File: config.mk
export PLATFORM = sky130hd
export DESIGN_NAME = double_ended_queue
export DESIGN_NICKNAME = d
export VERILOG_FILES = /design/src/rtl/core/deq_pkg.sv /design/src/rtl/core/double_ended_queue.sv /design/src/rtl/core/deq_ram.sv
export SDC_FILE = /design/constraint.sdc
export NUM_CORES = 1
export LEC_CHECK = 0
export ABC_CLOCK_PERIOD_IN_PS = 3350
export BUFFER_PORTS_ARGS = -buffer_cell sky130_fd_sc_hd__buf_2
export CAP_MARGIN = 15
export CORE_MARGIN = 2
export CORE_UTILIZATION = 45
export DETAILED_ROUTE_END_ITERATION = 10
export SYNTH_ARGS = -nofsm -noshare
export SYNTH_HDL_FRONTEND = slang
export SYNTH_SLANG_ARGS = --single-unit
File: constraint.sdc
create_clock -name clk -period 3.35 [get_ports clk]
set_input_delay 0.5025 -clock clk [delete_from_list [all_inputs] [get_ports clk]]
set_output_delay 0.5025 -clock clk [all_outputs]
set_load 0.05 [all_outputs]
File: src/rtl/core/deq_pkg.sv
// shared constants, codes and beat types of the double-ended queue
`timescale 1ns / 1ps

package deq_pkg;

  // ring depth, a power of two so ring positions wrap by truncation
  localparam int DEPTH  = 16;
  localparam int ADDR_W = $clog2(DEPTH);
  localparam int CNT_W  = ADDR_W + 1;

  localparam int CMD_W = 3;
  localparam int BYTE_W = 8;
  localparam int STAT_W = 2;
  localparam int OCC_W = 5;

  // command codes
  localparam logic [CMD_W-1:0] CMD_PUSH_BACK  = 3'd0;
  localparam logic [CMD_W-1:0] CMD_PUSH_FRONT = 3'd1;
  localparam logic [CMD_W-1:0] CMD_POP_BACK   = 3'd2;
  localparam logic [CMD_W-1:0] CMD_POP_FRONT  = 3'd3;
  localparam logic [CMD_W-1:0] CMD_LIST       = 3'd4;

  // status codes
  localparam logic [STAT_W-1:0] ST_OK    = 2'd0;
  localparam logic [STAT_W-1:0] ST_EMPTY = 2'd1;
  localparam logic [STAT_W-1:0] ST_FULL  = 2'd2;

  typedef struct packed {
    logic [CMD_W-1:0]  command;
    logic [BYTE_W-1:0] item;
  } cmd_t;

  typedef struct packed {
    logic [BYTE_W-1:0] value;
    logic [STAT_W-1:0] status;
    logic [OCC_W-1:0]  occupancy;
    logic              last;
  } rsp_t;

  // write request into the ring store
  typedef struct packed {
    logic              en;
    logic [ADDR_W-1:0] addr;
    logic [BYTE_W-1:0] data;
  } wr_req_t;

  // read request into the ring store
  typedef struct packed {
    logic              en;
    logic [ADDR_W-1:0] addr;
  } rd_req_t;

  typedef enum logic [1:0] {
    S_IDLE,
    S_POP,
    S_LIST
  } state_t;

endpackage

File: src/rtl/core/double_ended_queue.sv
// top level of the double-ended byte queue built on a ring store
`timescale 1ns / 1ps

// double-ended queue of bytes held in a DEPTH-entry ring store
// cmd channel: one beat per command (push back, push front, pop back,
//   pop front, list); rsp channel: result beats, last marks the final one
// pushes and all commands that fail or do nothing answer from the output
//   register in the cycle after acceptance and can be taken every cycle
//   while the receiver keeps up; pops answer from the output register once
//   the store's registered read data is back, with no command taken between
// a list streams front to back out of the store's single read port, one
//   beat per cycle unless stalled; no command until its last beat is loaded
// a command is taken only while the output register is empty or being
//   drained in the same cycle, so a stalled receiver stalls the command side
// reset empties the queue (front and fill count cleared) and drops any
//   pending beat; the store contents are not cleared and need no pass
// full inserts get status full, pops and lists on an empty queue get
//   status empty, unknown command codes answer ok and change nothing

module double_ended_queue (
  input  logic          clk,
  input  logic          rst,
  input  logic          cmd_valid,
  output logic          cmd_ready,
  input  deq_pkg::cmd_t cmd,
  output logic          rsp_valid,
  input  logic          rsp_ready,
  output deq_pkg::rsp_t rsp
);

  // control state
  deq_pkg::state_t             state, state_next;
  logic [deq_pkg::ADDR_W-1:0]  front_index, front_index_next;
  logic [deq_pkg::CNT_W-1:0]   fill_count, fill_count_next;
  logic [deq_pkg::CNT_W-1:0]   list_idx, list_idx_next;

  // output register
  logic                        rsp_load;
  deq_pkg::rsp_t               rsp_next;

  // store ports
  deq_pkg::wr_req_t            wr;
  deq_pkg::rd_req_t            rd;
  logic [deq_pkg::BYTE_W-1:0]  rd_data;

  logic                        accept;
  logic                        out_free;
  logic                        is_full;
  logic                        is_empty;
  logic                        list_last;

  deq_ram u_ram (
    .clk     (clk),
    .wr      (wr),
    .rd      (rd),
    .rd_data (rd_data)
  );

  assign out_free  = !rsp_valid || rsp_ready;
  assign cmd_ready = (state == deq_pkg::S_IDLE) && out_free;
  assign accept    = cmd_valid && cmd_ready;
  assign is_full   = fill_count == deq_pkg::CNT_W'(deq_pkg::DEPTH);
  assign is_empty  = fill_count == '0;
  assign list_last = (list_idx + deq_pkg::CNT_W'(1)) == fill_count;

  always_comb begin
    state_next       = state;
    front_index_next = front_index;
    fill_count_next  = fill_count;
    list_idx_next    = list_idx;
    rsp_load         = 1'b0;
    rsp_next         = rsp;
    wr               = '0;
    rd               = '0;

    unique case (state)
      deq_pkg::S_IDLE: begin
        if (accept) begin
          // default single-beat answer, occupancy patched per command
          rsp_next.value     = '0;
          rsp_next.status    = deq_pkg::ST_OK;
          rsp_next.occupancy = deq_pkg::OCC_W'(fill_count);
          rsp_next.last      = 1'b1;
          unique case (cmd.command)
            deq_pkg::CMD_PUSH_BACK: begin
              rsp_load = 1'b1;
              if (is_full) begin
                rsp_next.status = deq_pkg::ST_FULL;
              end else begin
                wr.en   = 1'b1;
                wr.addr = front_index + deq_pkg::ADDR_W'(fill_count);
                wr.data = cmd.item;
                fill_count_next    = fill_count + deq_pkg::CNT_W'(1);
                rsp_next.occupancy = deq_pkg::OCC_W'(fill_count_next);
              end
            end
            deq_pkg::CMD_PUSH_FRONT: begin
              rsp_load = 1'b1;
              if (is_full) begin
                rsp_next.status = deq_pkg::ST_FULL;
              end else begin
                front_index_next   = front_index - deq_pkg::ADDR_W'(1);
                wr.en   = 1'b1;
                wr.addr = front_index_next;
                wr.data = cmd.item;
                fill_count_next    = fill_count + deq_pkg::CNT_W'(1);
                rsp_next.occupancy = deq_pkg::OCC_W'(fill_count_next);
              end
            end
            deq_pkg::CMD_POP_BACK: begin
              if (is_empty) begin
                rsp_load        = 1'b1;
                rsp_next.status = deq_pkg::ST_EMPTY;
              end else begin
                rd.en   = 1'b1;
                rd.addr = front_index + deq_pkg::ADDR_W'(fill_count - deq_pkg::CNT_W'(1));
                fill_count_next = fill_count - deq_pkg::CNT_W'(1);
                state_next      = deq_pkg::S_POP;
              end
            end
            deq_pkg::CMD_POP_FRONT: begin
              if (is_empty) begin
                rsp_load        = 1'b1;
                rsp_next.status = deq_pkg::ST_EMPTY;
              end else begin
                rd.en   = 1'b1;
                rd.addr = front_index;
                front_index_next = front_index + deq_pkg::ADDR_W'(1);
                fill_count_next  = fill_count - deq_pkg::CNT_W'(1);
                state_next       = deq_pkg::S_POP;
              end
            end
            deq_pkg::CMD_LIST: begin
              if (is_empty) begin
                rsp_load        = 1'b1;
                rsp_next.status = deq_pkg::ST_EMPTY;
              end else begin
                // fetch the front entry, stream from the next cycle on
                rd.en         = 1'b1;
                rd.addr       = front_index;
                list_idx_next = '0;
                state_next    = deq_pkg::S_LIST;
              end
            end
            default: begin
              // unused codes answer ok and change nothing
              rsp_load = 1'b1;
            end
          endcase
        end
      end

      deq_pkg::S_POP: begin
        // output register was emptied when the pop was taken
        rsp_load           = 1'b1;
        rsp_next.value     = rd_data;
        rsp_next.status    = deq_pkg::ST_OK;
        rsp_next.occupancy = deq_pkg::OCC_W'(fill_count);
        rsp_next.last      = 1'b1;
        state_next         = deq_pkg::S_IDLE;
      end

      deq_pkg::S_LIST: begin
        // read data holds while the output register is stalled
        if (out_free) begin
          rsp_load           = 1'b1;
          rsp_next.value     = rd_data;
          rsp_next.status    = deq_pkg::ST_OK;
          rsp_next.occupancy = deq_pkg::OCC_W'(fill_count);
          rsp_next.last      = list_last;
          if (list_last) begin
            state_next = deq_pkg::S_IDLE;
          end else begin
            list_idx_next = list_idx + deq_pkg::CNT_W'(1);
            rd.en         = 1'b1;
            rd.addr       = front_index + deq_pkg::ADDR_W'(list_idx_next);
          end
        end
      end

      default: begin
        state_next = deq_pkg::S_IDLE;
      end
    endcase
  end

  always_ff @(posedge clk) begin
    if (rst) begin
      state       <= deq_pkg::S_IDLE;
      front_index <= '0;
      fill_count  <= '0;
      list_idx    <= '0;
    end else begin
      state       <= state_next;
      front_index <= front_index_next;
      fill_count  <= fill_count_next;
      list_idx    <= list_idx_next;
    end
  end

  always_ff @(posedge clk) begin
    if (rst) begin
      rsp_valid <= 1'b0;
    end else if (rsp_load) begin
      rsp_valid <= 1'b1;
    end else if (rsp_ready) begin
      rsp_valid <= 1'b0;
    end
  end

  // beat payload, no reset needed
  always_ff @(posedge clk) begin
    if (rsp_load) begin
      rsp <= rsp_next;
    end
  end

  // the fill count never exceeds the ring depth
  assert property (@(posedge clk) disable iff (rst)
    fill_count <= deq_pkg::CNT_W'(deq_pkg::DEPTH))
    else $error("fill count beyond ring depth");

  // a pop waiting on read data always finds the output register empty
  assert property (@(posedge clk) disable iff (rst)
    state == deq_pkg::S_POP |-> !rsp_valid)
    else $error("pop result would overwrite a pending beat");

  // a pending beat without the last marker belongs to a running list
  assert property (@(posedge clk) disable iff (rst)
    rsp_valid && !rsp.last |-> state == deq_pkg::S_LIST)
    else $error("non-final beat outside a list");

  // a push back into a queue with room grows it by one
  assert property (@(posedge clk) disable iff (rst)
    cmd_valid && cmd_ready && cmd.command == deq_pkg::CMD_PUSH_BACK && !is_full
    |=> fill_count == $past(fill_count) + deq_pkg::CNT_W'(1))
    else $error("push back did not grow the queue");

endmodule

File: src/rtl/core/deq_ram.sv
// ring store: one write port, one read port, registered read data
`timescale 1ns / 1ps

module deq_ram (
  input  logic                       clk,
  input  deq_pkg::wr_req_t           wr,
  input  deq_pkg::rd_req_t           rd,
  output logic [deq_pkg::BYTE_W-1:0] rd_data
);

  logic [deq_pkg::BYTE_W-1:0] mem [deq_pkg::DEPTH];

  always_ff @(posedge clk) begin
    if (wr.en) begin
      mem[wr.addr] <= wr.data;
    end
  end

  // read data holds until the next read request
  always_ff @(posedge clk) begin
    if (rd.en) begin
      rd_data <= mem[rd.addr];
    end
  end

endmodule

=== Yosys cells after proc, flatten, opt, wreduce, memory -nomap -nowiden ===
Memories as Yosys holds them, arrays and structs flattened. A register that Yosys moved wholly into a read port is not among the register bits.
Index checks and enable logic that the tools add are counted.

* Output and inout bits: 18
* Bits in registers: 33
* Memory bits (writable): 128
* Memories kept: 1
* Input port bits: 15

* Mux-type cells: 47
* Reduce and logical (&&, ||, !) cells: 21
* $add $sub $neg: 8
* Equality and inequality tests: 20

{| class="wikitable"
|+ Memories
! memory !! words !! width !! read ports !! clocked after memory_dff !! wr ports !! line !! source
|-
| u_ram.mem || 16 || 8 || 1 || 1 || 1 || deq_ram.sv:11 || <nowiki>logic [deq_pkg::BYTE_W-1:0] mem [deq_pkg::DEPTH];</nowiki>
|}

{| class="wikitable"
|+ Operators by type and width
! operator !! count
|-
| $mux 5 || 13
|-
| $mux 13 || 4
|-
| $pmux 16 s3 || 1
|-
| $pmux 5 s2 || 4
|-
| $mux 16 || 2
|-
| $pmux 13 s2 || 1
|-
| $ne 2x2->1 const B || 8
|-
| $add 4x4->4 || 3
|-
| $mux 2 || 6
|-
| $pmux 2 s2 || 3
|-
| $reduce_and 6->1 || 2
|-
| $add 5x1->5 const B || 2
|-
| $mux 1 || 9
|-
| $mux 4 || 2
|-
| $pmux 4 s2 || 1
|-
| $reduce_and 4->1 || 2
|-
| $reduce_bool 2->1 || 4
|-
| $eq 3x2->1 const B || 2
|-
| $ne 3x3->1 const B || 2
|-
| $reduce_or 2->1 || 3
|-
| $eq 5x5->1 || 1
|-
| $eq 5x5->1 const B || 1
|-
| $logic_not 5->1 || 1
|-
| $reduce_and 5->1 || 1
|-
| other kinds (17) || 18
|}

=== Logic depth before layout (Yosys ltp) ===
* Word-level depth: 8
* Depth in mapped cells: 13

=== Cells and area by module ===
A second synthesis with hierarchy kept.

* Cells, all modules: 532
* Area total of the unflattened synthesis: 7833.8 sq um

{| class="wikitable"
|+ Modules (own cells, without submodules)
! module !! sequential area each (sq um) !! instances !! area an instance (sq um) !! cells an instance
|-
| deq_ram || 4083.9 || 1 || 5227.5 || 229
|-
| double_ended_queue || 820.8 || 1 || 2606.2 || 303
|}

=== Worst setup path before layout ===
OpenSTA, ideal clock, no wires.

* Kind: input to register
* From: input cmd[9] (netlist bit)
* To: register rsp[0] (netlist bit) (enable)
* Setup slack: 331 ps
* Library setup time: 409 ps
* Data arrival time: 2610 ps
* Required time: 2941 ps
* Cell stages on the path: 8
* Cells stage by stage: clkbuf_1 > nor2b_1 > clkbuf_1 > nor2_1 > nor2_1 > o21ai_0 > nand2b_1 > nor3_1

* Cells in the longest elaborated chain, start to end: 6
* Elaborated cells on any way between the ends: 8
* Classes of those cells: 3 x eq/ne; 3 x mux; 2 x reduce/logical

{| class="wikitable"
|+ Ends and longest elaborated chain
! item !! line !! source
|-
| from (decl) || double_ended_queue.sv:25 || <nowiki>input deq_pkg::cmd_t cmd,</nowiki>
|-
| $eq 3x3->1 or $eq 3x2->1 (tied branches) || double_ended_queue.sv:84 || <nowiki>unique case (cmd.command)</nowiki>
|-
| $reduce_or 3->1 (no line) (*) || - ||
|-
| $mux 1 (*) || - ||
|-
| $mux 1 (*) || double_ended_queue.sv:78 || <nowiki>if (accept) begin</nowiki>
|-
| $pmux 1 s3 (*) || double_ended_queue.sv:76 || <nowiki>unique case (state)</nowiki>
|-
| $reduce_and 4->1 (no line) (*) || - ||
|-
| to (signal assigned) || double_ended_queue.sv:214 || <nowiki>rsp <= rsp_next;</nowiki>
|-
| to (decl) || double_ended_queue.sv:28 || <nowiki>output deq_pkg::rsp_t rsp</nowiki>
|}

Every way passes the cells marked *; elsewhere a longest branch is shown, timed or not.
A chain may end at the register's enable or synchronous reset.

=== Worst setup path after layout ===
* From: register fill_count[0] (netlist bit)
* To: register u_ram.rd_data[5] (netlist bit) (read register of u_ram.mem), data pin

* Cells in the longest elaborated chain, start to end: 6
* Elaborated cells on any way between the ends: 11
* Classes of those cells: 2 x add/sub; 1 x eq/ne; 7 x mux; 1 x reduce/logical

{| class="wikitable"
|+ Ends and longest elaborated chain
! item !! line !! source
|-
| from (decl) || double_ended_queue.sv:34 || <nowiki>logic [deq_pkg::CNT_W-1:0] fill_count, fill_count_next;</nowiki>
|-
| from (signal assigned) || double_ended_queue.sv:196 || <nowiki>fill_count <= fill_count_next;</nowiki>
|-
| $sub 5x1->5 || - ||
|-
| $add 4x4->4 || double_ended_queue.sv:116 || <nowiki>rd.addr = front_index + deq_pkg::ADDR_W'(fill_count - deq_pkg::CNT_W'(1));</nowiki>
|-
| $mux 5 || double_ended_queue.sv:111 || <nowiki>if (is_empty) begin</nowiki>
|-
| $pmux 5 s2 || double_ended_queue.sv:84 ||
|-
| $mux 5 || double_ended_queue.sv:78 ||
|-
| $pmux 5 s2 (*) || double_ended_queue.sv:76 ||
|-
| to (decl) || deq_ram.sv:8 || <nowiki>output logic [deq_pkg::BYTE_W-1:0] rd_data</nowiki>
|}

Marked as above.

==> impl_metrics.ini <==
[placement]
place_congestion = 0.946
place_ws_ns = -0.0520
place_hpwl_um = 14200
port-buffer-count = 32

[synthesis]
synth_top_area_cell = edfxtp_1
synth_top_family_by_area = compound AO/OA/AOI/OAI gates
yosys_warnings = 0
synth_flop_cell = edfxtp_1
avgSynthCellArea_sq_um = 12.4
synthMuxAreaShare_pct = 3.41
synth_edf_count = 152
yosys.area_share.simple_pct = 13.1
synth.most_common_cell = edfxtp_1
synth_seq_cells = 169
synthAdderAreaFrac_pct = 3.76
async_reset_ff_share_pct = 0
synth.top_cell.area_share_pct = 55.3
syn_inst = 664
ys_top_cells_by_area = edfxtp_1, dfxtp_1, o21ai_0
synth_cell_type_count = 66
syn_area_sq_um = 8250
synth_compound_area_share_pct = 14.2
ys_seq_area_share_pct = 59.5
synthXorXnorAreaFrac_pct = 3.14
synth_nets = 702
synthTopCellsByCount = edfxtp_1, nor2_1, o21ai_0

[finish]
multi_input_area_sq_um = 3140
diodes = 0
area_growth_pct = 15.1
drive_above_1_share_pct = 19.9
nets = 758
fill_cells = 1536
ff_latch_area_sq_um = 4900

[critical_path]
critPathLaunchType = flip-flop
worst-path-max-fanout = 8
worst-setup-path-type = reg2reg
end_kind = flip-flop
cp.arrival_ns = 3.45
slowest_stage = or3b_4
crit_chain = inv_1 -> ha_1 -> xor2_1 -> ha_1 -> nand3_1 -> and3b_1 -> mux2i_1 -> a21oi_1 -> or3b_4 -> a221o_1 -> nand4_1
cp.required_ns = 3.64
cp_slowest_stage_delay_ns = 0.49
cpMostUsedCell = ha_1

[detailed_routing]
drc = 0
vias = 5704
drtIter0Drc = 534
ant_nets = 0
wire_per_inst_um = 21.3
drt-pass1-iter-count = 5
via_per_inst = 5.93
routed_wl_um = 20500

[floorplanning]
die_h_um = 139
die_area_sq_um = 19400
num_rows = 49
fp.dieW_um = 139
pin_count = 33
start_util_pct = 45.9
core_area_sq_um = 18000

[timing]
setup_violations = 0
max_freq_mhz = 316
fin_worst_skew_ns = 0.00994
fin_ws_ns = 0.187
period_minus_slack_ns = 3.16
hold_viol = 0
maxSlewViolCount = 0
tightest_slew_ns = 0.886
rsz0062_at_grt = false
setup_tns_ns = 0
period_share_pct = 94.4
maxSlewHeadroom_pct = 40.9

[global_routing]
grt_pass1_vias = 5580
grt_max_degree = 25
grt_usage_pct = 21.8
antenna_found_initial = 0
grt_pass1_wl_um = 32300
grt.overflow.total = 0

[clocking]
cts.path.max_buffers = 2
cts_tree = done
clkLatencyLatePin_ns = 0.43
htreeDepth = 4
clkTransAtPathRegs_ns = 0.07
clockRootBuffer = clkbuf_16
cts-buffers-inserted = 17
cts_hold_buf = 0
clkSinkCount = 169

[power_and_ir_drop]
p_seq_share_pct = 45.9
switching_share_pct = 29.6
power.leakage_uw = 0.00335
switchingPower_uw = 1570
vdd_drop_max_uv = 360
p_per_area_nw_per_um2 = 559
internal_power_uw = 3730
p_clk_share_pct = 37.3
combPwrFrac_pct = 16.8

[run]
maxCapViolCount = 0

[hold_path]
hold_class = in2reg

[status]
status = completed
area by class of cell:
cell class	instances	share of cell area (%)
inverters	13	0.514
clock buffers	17	4.48
flip-flops and latches	169	51.7
clock inverters	15	1.83
repair buffers	77	5.38
well taps	229	3.02
multi-input cells	442	33.1
layout by cell type, fill, tap and decap left out, types with 4 or more instances in the layout:
cell       instances
edfxtp_1         152
nor2_1            52
o21ai_0           52
buf_4             44
nand3_1           36
a21oi_1           35
buf_2             32
and2_1            26
nand2_1           25
ha_1              20
mux2i_1           18
clkbuf_16         17
dfxtp_1           17
inv_1             13
xnor2_1           11
nand4_1           10
o211ai_1          10
nor3_1             9
a211o_1            9
a221oi_1           9
xor2_1             8
mux2_2             8
a311oi_1           8
a32oi_1            8
a221o_1            8
nor2b_1            5
inv_8              5
nand2b_1           4
or3_1              4
inv_6              4
sequential cells by signal, indices dropped and copies added (netlist names):
| signal | flops |
|---|---|
| state | 2 |
| rsp_valid | 1 |
| front_index | 4 |
| list_idx | 5 |
| fill_count | 5 |
| u_ram.mem | 128 |
| rsp | 16 |
| u_ram.rd_data | 8 |
cells by family (layout without fill, tap and decap cells):
kind of cell	after synthesis	count (layout)
simple gates	201	201
mux	27	27
fa+ha+maj	23	23
buf+inv	53	122
compound gates	167	167
xor+xnor	24	24
flops	169	169
worst paths after layout:
| kind | start | end | slack, ns | cells after the start |
|---|---|---|---|---|
| min | rst | state[1] | 0.47 | 2 |
| min reg2reg | list_idx[4] | list_idx[4] | 0.51 | 2 |
| max reg2reg | fill_count[0] | u_ram.rd_data[5] | 0.19 | 11 |
| max | fill_count[0] | u_ram.rd_data[5] | 0.19 | 11 |
timing repair:
action	in CTS	in global routing
gates cloned	0	0
pin swaps	0	1
endpoints found under the setup margin	8	8
setup buffers	0	1
resized for setup	2	7
power by group through the flow:
stage	clock network [uW]	logic [uW]	registers [uW]
2_1_floorplan	0	467	2650
3_5_place_dp	0	878	2480
4_1_cts	2010	884	2430
6_report	1980	892	2430
5_1_grt	2100	959	2440
3_3_place_gp	0	868	2480
per-stage QoR:
step	std cells	util, %	hold slack [ns]	area (sq um)	power, uW
CTS	961	52.7	0.442	9460	5330
detailed placement	929	49.3	0.502	8850	3360
global route	962	52.8	0.465	9490	5500
finish	962	52.8	0.472	9490	5300
global placement	929	49.3	0.481	8850	3340
floorplan	664	-	0.470	8250	3110
routing by layer:
layer | share of wire, % | track usage [%] | vias up
met3 | 5.5 | 5.51 | 35
met1 | 44 | 28.9 | 2834
met5 | 0 | 0 | -
li1 | - | - | 2668
met2 | 48 | 35.0 | 167
met4 | 2.5 | 7.97 | 0
critical path, delay by kind of cell (launching register included):
kind | cells | cell delay, ns
adder cells (fa/ha/maj) | 2 | 0.65
flip-flops | 1 | 0.45
multiplexers | 1 | 0.23
buffers and inverters | 1 | 0.19
AND/OR/NAND/NOR | 4 | 0.88
XOR/XNOR | 1 | 0.17
AO/OA/AOI/OAI | 2 | 0.45
No activity file was read; power rests on OpenSTA's default activity.
